`src/design/tsm_pkg.sv`:
```
// Shared types and constants for the time-signature map unit.
// Depends on nothing; imported by every module of the block.
package tsm_pkg;

   localparam int TABLE_DEPTH = 64;
   localparam int IDX_W       = $clog2(TABLE_DEPTH);
   localparam int CNT_W       = $clog2(TABLE_DEPTH + 1);

   localparam logic [11:0] TPQ_RESET   = 12'd480;
   localparam logic [7:0]  DEFAULT_NUM = 8'd4;
   localparam logic [6:0]  DEFAULT_DEN = 7'd4;

   localparam logic [1:0] CMD_INSERT      = 2'd0;
   localparam logic [1:0] CMD_TICK_TO_LOC = 2'd1;
   localparam logic [1:0] CMD_LOC_TO_TICK = 2'd2;

   localparam logic [1:0] ST_DONE    = 2'd0;
   localparam logic [1:0] ST_DROPPED = 2'd1;
   localparam logic [1:0] ST_FULL    = 2'd2;

   typedef struct packed {
      logic [1:0]  cmd;
      logic [30:0] tick_value;
      logic [15:0] measure_in;
      logic [7:0]  beat_in;
      logic [7:0]  sig_numerator;
      logic [6:0]  sig_denominator;
   } req_type;

   typedef struct packed {
      logic [1:0]  status;
      logic [30:0] result_tick;
      logic [15:0] measure_out;
      logic [7:0]  beat_out;
      logic [11:0] beat_tick_out;
   } rsp_type;

   typedef struct packed {
      logic [30:0] tick;
      logic [7:0]  num;
      logic [6:0]  den;
   } entry_type;

   typedef enum logic [4:0] {
      OP_NONE,
      OP_LOAD,
      OP_READ_IDX,
      OP_INS_STEP,
      OP_REM_INIT,
      OP_READ_SP,
      OP_REM_WRITE,
      OP_CNT_DEC,
      OP_SET_DROP,
      OP_SET_FULL,
      OP_UP_INIT,
      OP_READ_SPM,
      OP_UP_WRITE,
      OP_INS_WRITE,
      OP_DIV_BL,
      OP_BL_SET,
      OP_ML_SET,
      OP_REL_CHG,
      OP_REL_FINAL,
      OP_DIV_REL,
      OP_DIV_REM,
      OP_MEAS_ADD,
      OP_ADVANCE,
      OP_T2L_FIN,
      OP_TGT_INIT,
      OP_MUL_STEP,
      OP_TGT_B,
      OP_SUB_M,
      OP_SUB_BT,
      OP_EMIT
   } dp_op_type;

   typedef struct packed {
      logic [1:0] cmd;
      logic       idx_end;
      logic       sp_at_cnt;
      logic       sp_at_idx;
      logic       tick_eq;
      logic       tick_lt;
      logic       redundant;
      logic       full;
      logic       div_busy;
      logic       mul_zero;
      logic       t2l_stop;
      logic       l2t_stop;
   } dp_status_type;

endpackage

```
`src/design/tsm_ctrl.sv`:
```
// Controller: sequences insert, tick-to-location and location-to-tick walks.
// Depends on tsm_pkg; issues dp_op_type commands to tsm_dpath.
module tsm_ctrl
   import tsm_pkg::*;
(
   input  logic          clock,
   input  logic          reset,
   input  logic          req_valid,
   output logic          req_ready,
   output logic          rsp_valid,
   input  logic          rsp_ready,
   input  dp_status_type dp_status,
   output dp_op_type     op
);

   typedef enum logic [4:0] {
      S_IDLE,
      S_DISPATCH,
      S_INS_CHK,
      S_INS_CMP,
      S_REM_CHK,
      S_REM_WR,
      S_DECIDE,
      S_UP_CHK,
      S_UP_WR,
      S_SIG_DIV,
      S_SIG_WAIT,
      S_SIG_ML,
      S_T2L_CHK,
      S_T2L_CMP,
      S_T2L_QDIV,
      S_T2L_QWAIT,
      S_T2L_FDIV,
      S_T2L_FWAIT,
      S_T2L_RDIV,
      S_T2L_RWAIT,
      S_ADV,
      S_L2T_TGT,
      S_L2T_MUL,
      S_L2T_MULB,
      S_L2T_CHK,
      S_L2T_CMP,
      S_L2T_QDIV,
      S_L2T_QWAIT,
      S_L2T_RDIV,
      S_L2T_RWAIT,
      S_EMIT
   } state_type;

   state_type state_ff, state_in;
   logic      rsp_valid_ff, rsp_valid_in;

   always_comb begin
      state_in     = state_ff;
      op           = OP_NONE;
      rsp_valid_in = rsp_valid_ff && !rsp_ready;
      case (state_ff)
         S_IDLE: begin
            if (req_valid) begin
               op       = OP_LOAD;
               state_in = S_DISPATCH;
            end
         end
         S_DISPATCH: begin
            case (dp_status.cmd)
               CMD_INSERT:      state_in = S_INS_CHK;
               CMD_TICK_TO_LOC: state_in = S_SIG_DIV;
               CMD_LOC_TO_TICK: state_in = S_SIG_DIV;
               default:         state_in = S_EMIT;
            endcase
         end
         // insert: find slot, drop a same-tick entry, then reject if redundant or full, else shift up
         S_INS_CHK: begin
            if (dp_status.idx_end) begin
               state_in = S_DECIDE;
            end else begin
               op       = OP_READ_IDX;
               state_in = S_INS_CMP;
            end
         end
         S_INS_CMP: begin
            if (dp_status.tick_eq) begin
               op       = OP_REM_INIT;
               state_in = S_REM_CHK;
            end else if (dp_status.tick_lt) begin
               state_in = S_DECIDE;
            end else begin
               op       = OP_INS_STEP;
               state_in = S_INS_CHK;
            end
         end
         S_REM_CHK: begin
            if (dp_status.sp_at_cnt) begin
               op       = OP_CNT_DEC;
               state_in = S_DECIDE;
            end else begin
               op       = OP_READ_SP;
               state_in = S_REM_WR;
            end
         end
         S_REM_WR: begin
            op       = OP_REM_WRITE;
            state_in = S_REM_CHK;
         end
         S_DECIDE: begin
            if (dp_status.redundant) begin
               op       = OP_SET_DROP;
               state_in = S_EMIT;
            end else if (dp_status.full) begin
               op       = OP_SET_FULL;
               state_in = S_EMIT;
            end else begin
               op       = OP_UP_INIT;
               state_in = S_UP_CHK;
            end
         end
         S_UP_CHK: begin
            if (dp_status.sp_at_idx) begin
               op       = OP_INS_WRITE;
               state_in = S_EMIT;
            end else begin
               op       = OP_READ_SPM;
               state_in = S_UP_WR;
            end
         end
         S_UP_WR: begin
            op       = OP_UP_WRITE;
            state_in = S_UP_CHK;
         end
         // beat and measure length of the current signature
         S_SIG_DIV: begin
            op       = OP_DIV_BL;
            state_in = S_SIG_WAIT;
         end
         S_SIG_WAIT: begin
            if (!dp_status.div_busy) begin
               op       = OP_BL_SET;
               state_in = S_SIG_ML;
            end
         end
         S_SIG_ML: begin
            op = OP_ML_SET;
            if (dp_status.cmd == CMD_LOC_TO_TICK) begin
               state_in = S_L2T_TGT;
            end else begin
               state_in = S_T2L_CHK;
            end
         end
         S_T2L_CHK: begin
            if (dp_status.idx_end) begin
               op       = OP_REL_FINAL;
               state_in = S_T2L_FDIV;
            end else begin
               op       = OP_READ_IDX;
               state_in = S_T2L_CMP;
            end
         end
         S_T2L_CMP: begin
            if (dp_status.t2l_stop) begin
               op       = OP_REL_FINAL;
               state_in = S_T2L_FDIV;
            end else begin
               op       = OP_REL_CHG;
               state_in = S_T2L_QDIV;
            end
         end
         S_T2L_QDIV: begin
            op       = OP_DIV_REL;
            state_in = S_T2L_QWAIT;
         end
         S_T2L_QWAIT: begin
            if (!dp_status.div_busy) begin
               op       = OP_MEAS_ADD;
               state_in = S_ADV;
            end
         end
         S_T2L_FDIV: begin
            op       = OP_DIV_REL;
            state_in = S_T2L_FWAIT;
         end
         S_T2L_FWAIT: begin
            if (!dp_status.div_busy) begin
               op       = OP_MEAS_ADD;
               state_in = S_T2L_RDIV;
            end
         end
         S_T2L_RDIV: begin
            op       = OP_DIV_REM;
            state_in = S_T2L_RWAIT;
         end
         S_T2L_RWAIT: begin
            if (!dp_status.div_busy) begin
               op       = OP_T2L_FIN;
               state_in = S_EMIT;
            end
         end
         S_ADV: begin
            op       = OP_ADVANCE;
            state_in = S_SIG_DIV;
         end
         // target = tpm*m + tpb*b + t + off, two serial multiplies
         S_L2T_TGT: begin
            op       = OP_TGT_INIT;
            state_in = S_L2T_MUL;
         end
         S_L2T_MUL: begin
            if (dp_status.mul_zero) begin
               op       = OP_TGT_B;
               state_in = S_L2T_MULB;
            end else begin
               op = OP_MUL_STEP;
            end
         end
         S_L2T_MULB: begin
            if (dp_status.mul_zero) begin
               state_in = S_L2T_CHK;
            end else begin
               op = OP_MUL_STEP;
            end
         end
         S_L2T_CHK: begin
            if (dp_status.idx_end) begin
               state_in = S_EMIT;
            end else begin
               op       = OP_READ_IDX;
               state_in = S_L2T_CMP;
            end
         end
         S_L2T_CMP: begin
            if (dp_status.l2t_stop) begin
               state_in = S_EMIT;
            end else begin
               op       = OP_REL_CHG;
               state_in = S_L2T_QDIV;
            end
         end
         S_L2T_QDIV: begin
            op       = OP_DIV_REL;
            state_in = S_L2T_QWAIT;
         end
         S_L2T_QWAIT: begin
            if (!dp_status.div_busy) begin
               op       = OP_SUB_M;
               state_in = S_L2T_RDIV;
            end
         end
         S_L2T_RDIV: begin
            op       = OP_DIV_REM;
            state_in = S_L2T_RWAIT;
         end
         S_L2T_RWAIT: begin
            if (!dp_status.div_busy) begin
               op       = OP_SUB_BT;
               state_in = S_ADV;
            end
         end
         S_EMIT: begin
            if (!rsp_valid_ff || rsp_ready) begin
               op           = OP_EMIT;
               rsp_valid_in = 1'b1;
               state_in     = S_IDLE;
            end
         end
         default: begin
            state_in = S_IDLE;
         end
      endcase
   end

   always_ff @(posedge clock) begin
      if (reset) begin
         state_ff     <= S_IDLE;
         rsp_valid_ff <= 1'b0;
      end else begin
         state_ff     <= state_in;
         rsp_valid_ff <= rsp_valid_in;
      end
   end

   assign req_ready = state_ff == S_IDLE;
   assign rsp_valid = rsp_valid_ff;

endmodule

```
`config.mk`:
```
export PLATFORM = sky130hd
export DESIGN_NAME = tsm_ctrl
export DESIGN_NICKNAME = d
export VERILOG_FILES = /design/src/design/tsm_pkg.sv /design/src/design/tsm_ctrl.sv
export SDC_FILE = /design/constraint.sdc
export NUM_CORES = 1
export LEC_CHECK = 0
export ABC_AREA = 1
export BUFFER_PORTS_ARGS = -buffer_cell sky130_fd_sc_hd__buf_2
export CAP_MARGIN = 20
export CORE_UTILIZATION = 60
export CTS_CLUSTER_DIAMETER = 50
export DETAILED_ROUTE_END_ITERATION = 12
export GPL_TIMING_DRIVEN = 0
export PLACE_DENSITY_LB_ADDON = 0.3
export SLEW_MARGIN = 10
export SYNTH_ARGS = -nofsm -noshare
export SYNTH_HDL_FRONTEND = slang
export SYNTH_SLANG_ARGS = --single-unit
```
`constraint.sdc`:
```
create_clock -name clock -period 5.1 [get_ports clock]
set_input_delay 1.53 -clock clock [delete_from_list [all_inputs] [get_ports clock]]
set_output_delay 1.53 -clock clock [all_outputs]
set_load 0.1 [all_outputs]
```
* Word level (Yosys, flattened, before mapping) *
Cells that the tools add are included.

word-level totals
  register bits after elaboration = 6
  latch bits = 0
  bits in writable memories = 0
  bits in read-only memories = 0
  output and inout port bits = 7
  word-level logic and storage cells = 101
  memories kept = 0

operators by class
  $add $sub $neg = 0
  multiply operators = 0
  divide/modulo/power cells = 0
  order comparisons = 0
  equality and inequality tests = 41
  shifts and indexed selects = 0
  mux-type cells = 45
  bitwise operators = 0
  reduce and logical (&&, ||, !) cells = 13

operators with widths
  kind                                                 count
  one-hot mux 5 bit (30 select lines)                  1
  one-hot mux 5 bit (25 select lines)                  1
  two-way mux 5 bit                                    23
  equality test 5 bit, second input constant           15
  equality test 5 x 4 -> 1 bit, second input constant  8
  two-way mux 3 bit                                    7
  equality test 5 x 3 -> 1 bit, second input constant  4
  != test 2 bit, second input constant                 9
  two-way mux 2 bit                                    8
  equality test 5 x 2 -> 1 bit, second input constant  2
  one-hot mux 5 bit (2 select lines)                   1
  OR reduction 2 bit                                   5
  AND reduction 9 bit                                  1
  equality test 5 x 1 -> 1 bit, second input constant  1
  logical NOT 5 bit                                    1
  two-way mux 4 bit                                    1
  two-way mux 1 bit                                    3
  OR reduction 3 bit                                   1
  equality test 2 x 1 -> 1 bit, second input constant  1
  equality test 2 bit, second input constant           1
  logical NOT 1 bit                                    2
  logical NOT 2 bit                                    1
  logical AND 1 bit                                    1
  logical OR 1 bit                                     1

* Depth between registers and ports, before layout *
  depth after elaboration = 4
  mapped depth = 11
  depth with buffers taken out = 11

* Worst setup path after synthesis *
No wires, ideal clock.

  path type = input -> output
  from = input rsp_ready
  to = output op[2]
  arrival time = 3.030 ns
  required time = 3.570 ns
  setup slack = 0.540 ns
  cell stages on the path = 8
  path buffers = 0
  cell sequence = nor2_1 inv_1 nand2_1 o21ai_0 inv_1 nand2_1 nor3_1 nand4_1

on the way
  longest elaborated chain between the ends = 3

RTL lines
  element                              RTL line         RTL
  start: declaration                   tsm_ctrl.sv:11   input logic rsp_ready,
  logical OR 1 bit                     tsm_ctrl.sv:258  if (!rsp_valid_ff || rsp_ready) begin
  two-way mux 5 bit                    tsm_ctrl.sv:258
  one-hot mux 5 bit (25 select lines)  tsm_ctrl.sv:57   case (state_ff)
  end: declaration                     tsm_ctrl.sv:13   output dp_op_type op

No other way between the ends.

* Worst setup path after layout *
Ends and elaborated chain as after synthesis.

==> results.md <==
- The switching power summed over all nets is approximately 540 uW.
- In this run, post-CTS hold repair placed 0 buffers.
- The total count of hold-check failures in the final report is 0.
- Summed over all layers, the routed wires come to 4460 um.
- The initial antenna violation count is 0.
- From synthesis to final layout, the design area changed by 13.1%.
- The total via count after detailed routing is between 1500 and 2000.
- The remaining global-route overflow is 0.
- CTS placed an instance of clkbuf_4 at the clock tree root.
- The endpoint required time on the critical path is about 3.6 ns.
- TritonCTS created 3 clock buffers.
- The library cell contributing the largest single delay on the critical path is buf_2.
- The post-layout minimum cycle time is 4.29 ns.
- The share of the Yosys chip area taken by registers is 0.0915.
- The critical path goes through buf_2 -> nor2_1 -> inv_1 -> nand2_1 -> o21ai_0 -> inv_1 -> nand2_1 -> nor3_1 -> nand4_1 -> buf_2.
- The Yosys step of the flow raised 0 warnings.
- At the end of the flow, the number of nets in the layout was roughly 310.
- The number of instances in the synthesized netlist is 265.
- The peak per-stage delay on the critical path is between 0.3 and 0.4 ns.
- In the final routed layout, each cell accounts on average for 14.0 um.
- The total power consumption of the routed design is roughly 760 uW.
- Clock skew on the completed layout was measured at around 0.015 ns.
- TritonCTS built the clock tree.
- For the final routed database, the setup TNS stands at 0 ns.
- The family with the most delay on the worst path is simple AND/OR/NAND/NOR gates.
- The clock insertion delay at the later pin of the skew report is 0.26 ns.
- The proportion of total power due to net switching is 0.707.
- The final number of max-transition violations is 0.
- In this run the number of H-tree levels came out at 1.
- The via count of the first global-routing pass was about 1600.
- For this run, the top clock speed supported by timing is between 0.2 and 0.25 GHz.
- The type of the tightest min-delay check is register to register.
- The total standard cell area after synthesis is 0.00131 mm2.
- The critical path data arrival time is 2.76 ns.
- Measured along the y axis, the die boundary spans 48.8 um.
- Buffers added to address setup during post-CTS repair amount to 0.
- Once the clock tree was built, the resizer swapped 0 gates to a different size.
- The internal reg-to-reg setup slack is ~3.3 ns.
- Counting both buffers and inverters, the worst setup path holds a total of 4.
- The die covers between 0.002 and 0.0025 mm2.
- Measured along the x axis, the die boundary spans between 40 and 50 um.
- For this design the static power due to leakage is slightly below 0.001 uW.
- Row generation in the floorplan step produced 16 rows.
- For the pin with the worst max-slew slack, the measured transition is 0.485 ns.
- The final number of setup-violating endpoints is 0.
- The finished cells cover roughly 0.0015 mm2.
- The first global-routing pass estimated 7040 um of wire.
- Fill cells in the final layout number 206.
- The initial utilization of the core area, before any placement, comes to 0.656.
- The port buffer count is 23.
- In this run, synthesis produced a sequential element count of 6.
- The power per cell area is 511 mW/mm2.
- In this run the remaining antenna-violating nets after routing total 0.
- The largest net degree at the start of global routing is 11.
- The share of total power dissipated in sequential elements is 0.103.
- The flow ran to the end, and the final reports show no timing, DRC or antenna violations.
- The tool flagged a number of max-cap violations equal to 0.
- The synthesized net count is 285.
- The count of TritonRoute iterations in the first routing pass is 5.
- The tree built by TritonCTS fans out to 6 sinks.
- During I/O placement, the number of pins put on the boundary was 24.
- After clock tree synthesis, the clock-pin slew on the worst setup and hold paths is 0.05 ns.
- Of the cells placed in the final design, the portion with a size suffix greater than 1 is 0.162.
- The relative max-transition margin is 0.679.
- The post-detailed-route via-to-cell ratio is 5.81.
- The internal portion of the total power is 222 uW.
- The weighted congestion at the end of routability-driven global placement is 1.02.
- The first routing iteration left around 120 violations.
- The post-placement cell area is 0.00146 mm2.
- Of the total power, the clock network draws 0.064.
- VDD sags by at most 368 uV.
- The maximum root-to-sink buffer count is 2.
- Setup repair after global routing left no endpoint under its margin.
- The type of element launching the critical path is an input port.
- The half-perimeter wire length after detailed placement is approximately 3500 um.
- Each instance of the synthesized netlist takes up on average 4.95 um2.
- The ratio of final minimum period to clock period is 0.841.
- The core region is 0.00200 mm2.
- The number of different library cells used by synthesis comes to 22.
- The final antenna diode count is 0.
- The post-detailed-route DRC marker count is 0.
- The type of element capturing the critical path is a primary output.
- Of the total power, combinational logic draws 0.833.
- Across every metal layer, demand over resource in global routing totals 0.382.
- The kind of critical path is input port to primary output.
- Of all nets on the critical path, the largest fanout is 2.
registers in the layout, summed over array words and instances (netlist names):
register and flops:
state_ff 5, rsp_valid 1
logic make-up after synthesis:
logic type | synth area share
fa+ha+maj | 0.0286
simple gates | 0.658
compound gates | 0.0753
flops | 0.0915
buf+inv | 0.147
tightest hold or removal path, cell delays in order (launching register included):
cell	delay [ns]
dfxtp_1	0.35
nand2_1	0.08
a21oi_1	0.07
final timing paths:
kind | endpoint | cells past startpoint | startpoint
worst max-delay path | op[2] | 10 | rsp_ready
worst min-delay path | state_ff[2] | 2 | state_ff[2]
worst max register to register | state_ff[2] | 10 | state_ff[3]
worst min register to register | state_ff[2] | 2 | state_ff[2]
cells in the final DEF (no fill, tap or decap):
cell type and count:
ha_1 3, nor2_1 35, nor3_1 5, buf_4 2, clkbuf_4 3, buf_6 1, inv_2 1, nand2_1 85
nor2_2 8, o2111ai_1 1, buf_2 27, o21ai_0 6, nor4_1 1, a21oi_1 12, or2_2 1, inv_1 37
nand3_1 36, clkbuf_1 1, nand3_2 2, nand4_1 14, dfxtp_1 6, nor2_4 2, nand3b_1 2
through the flow:
step           hold slack (ns)  utilization  std cells  setup slack, ns
2_1_floorplan            0.488            -        265            0.540
3_3_place_gp             0.514        0.730        315            0.876
3_5_place_dp             0.522        0.730        315            0.827
5_1_grt                  0.579        0.741        318            0.640
4_1_cts                  0.548        0.741        318            0.825
6_report                 0.545        0.741        318            0.813
power groups by stage:
stage | Clock (uW) | Sequential [uW] | Combinational, uW
global route | 51.1 | 79.3 | 668
CTS | 48.7 | 77.0 | 616
detailed placement | 0 | 78.1 | 614
floorplan | 0 | 74.7 | 502
global placement | 0 | 76.5 | 611
finish | 48.3 | 77.9 | 632
cells in the mapped netlist, drive strengths merged:
cell     count  area (um2)
dfxtp        6         120
a21oi       12        60.1
nand4       14        87.6
inv         38         143
nand3       38         200
o2111ai      1        8.76
buf          7        46.3
ha           3        37.5
o21ai        6        30.0
nor2        45         204
nor3         5        25.0
clkbuf       1        3.75
nand3b       2        15.0
nand2       85         319
nor4         1        6.26
or2          1        6.26
routing by layer:
metal  routed length (um)  vias to the layer above  GRT usage
met1                 1810                      784      0.510
met2                 1940                      135      0.595
li1                     -                      910          -
met5                    0                        -          0
met4                  116                        0      0.132
met3                  589                       17     0.0935
cell type report:
| type | instances | area (um2) | share of cell area |
|---|---|---|---|
| multi-input combinational | 213 | 1000 | 0.674 |
| buffer | 8 | 50.0 | 0.0337 |
| sequential | 6 | 120 | 0.0809 |
| timing repair buffer | 23 | 115 | 0.0776 |
| tap | 27 | 33.8 | 0.0228 |
| clock buffer | 3 | 22.5 | 0.0152 |
| inverter | 38 | 143 | 0.0961 |
No activity file was read; power rests on OpenSTA's default activity.
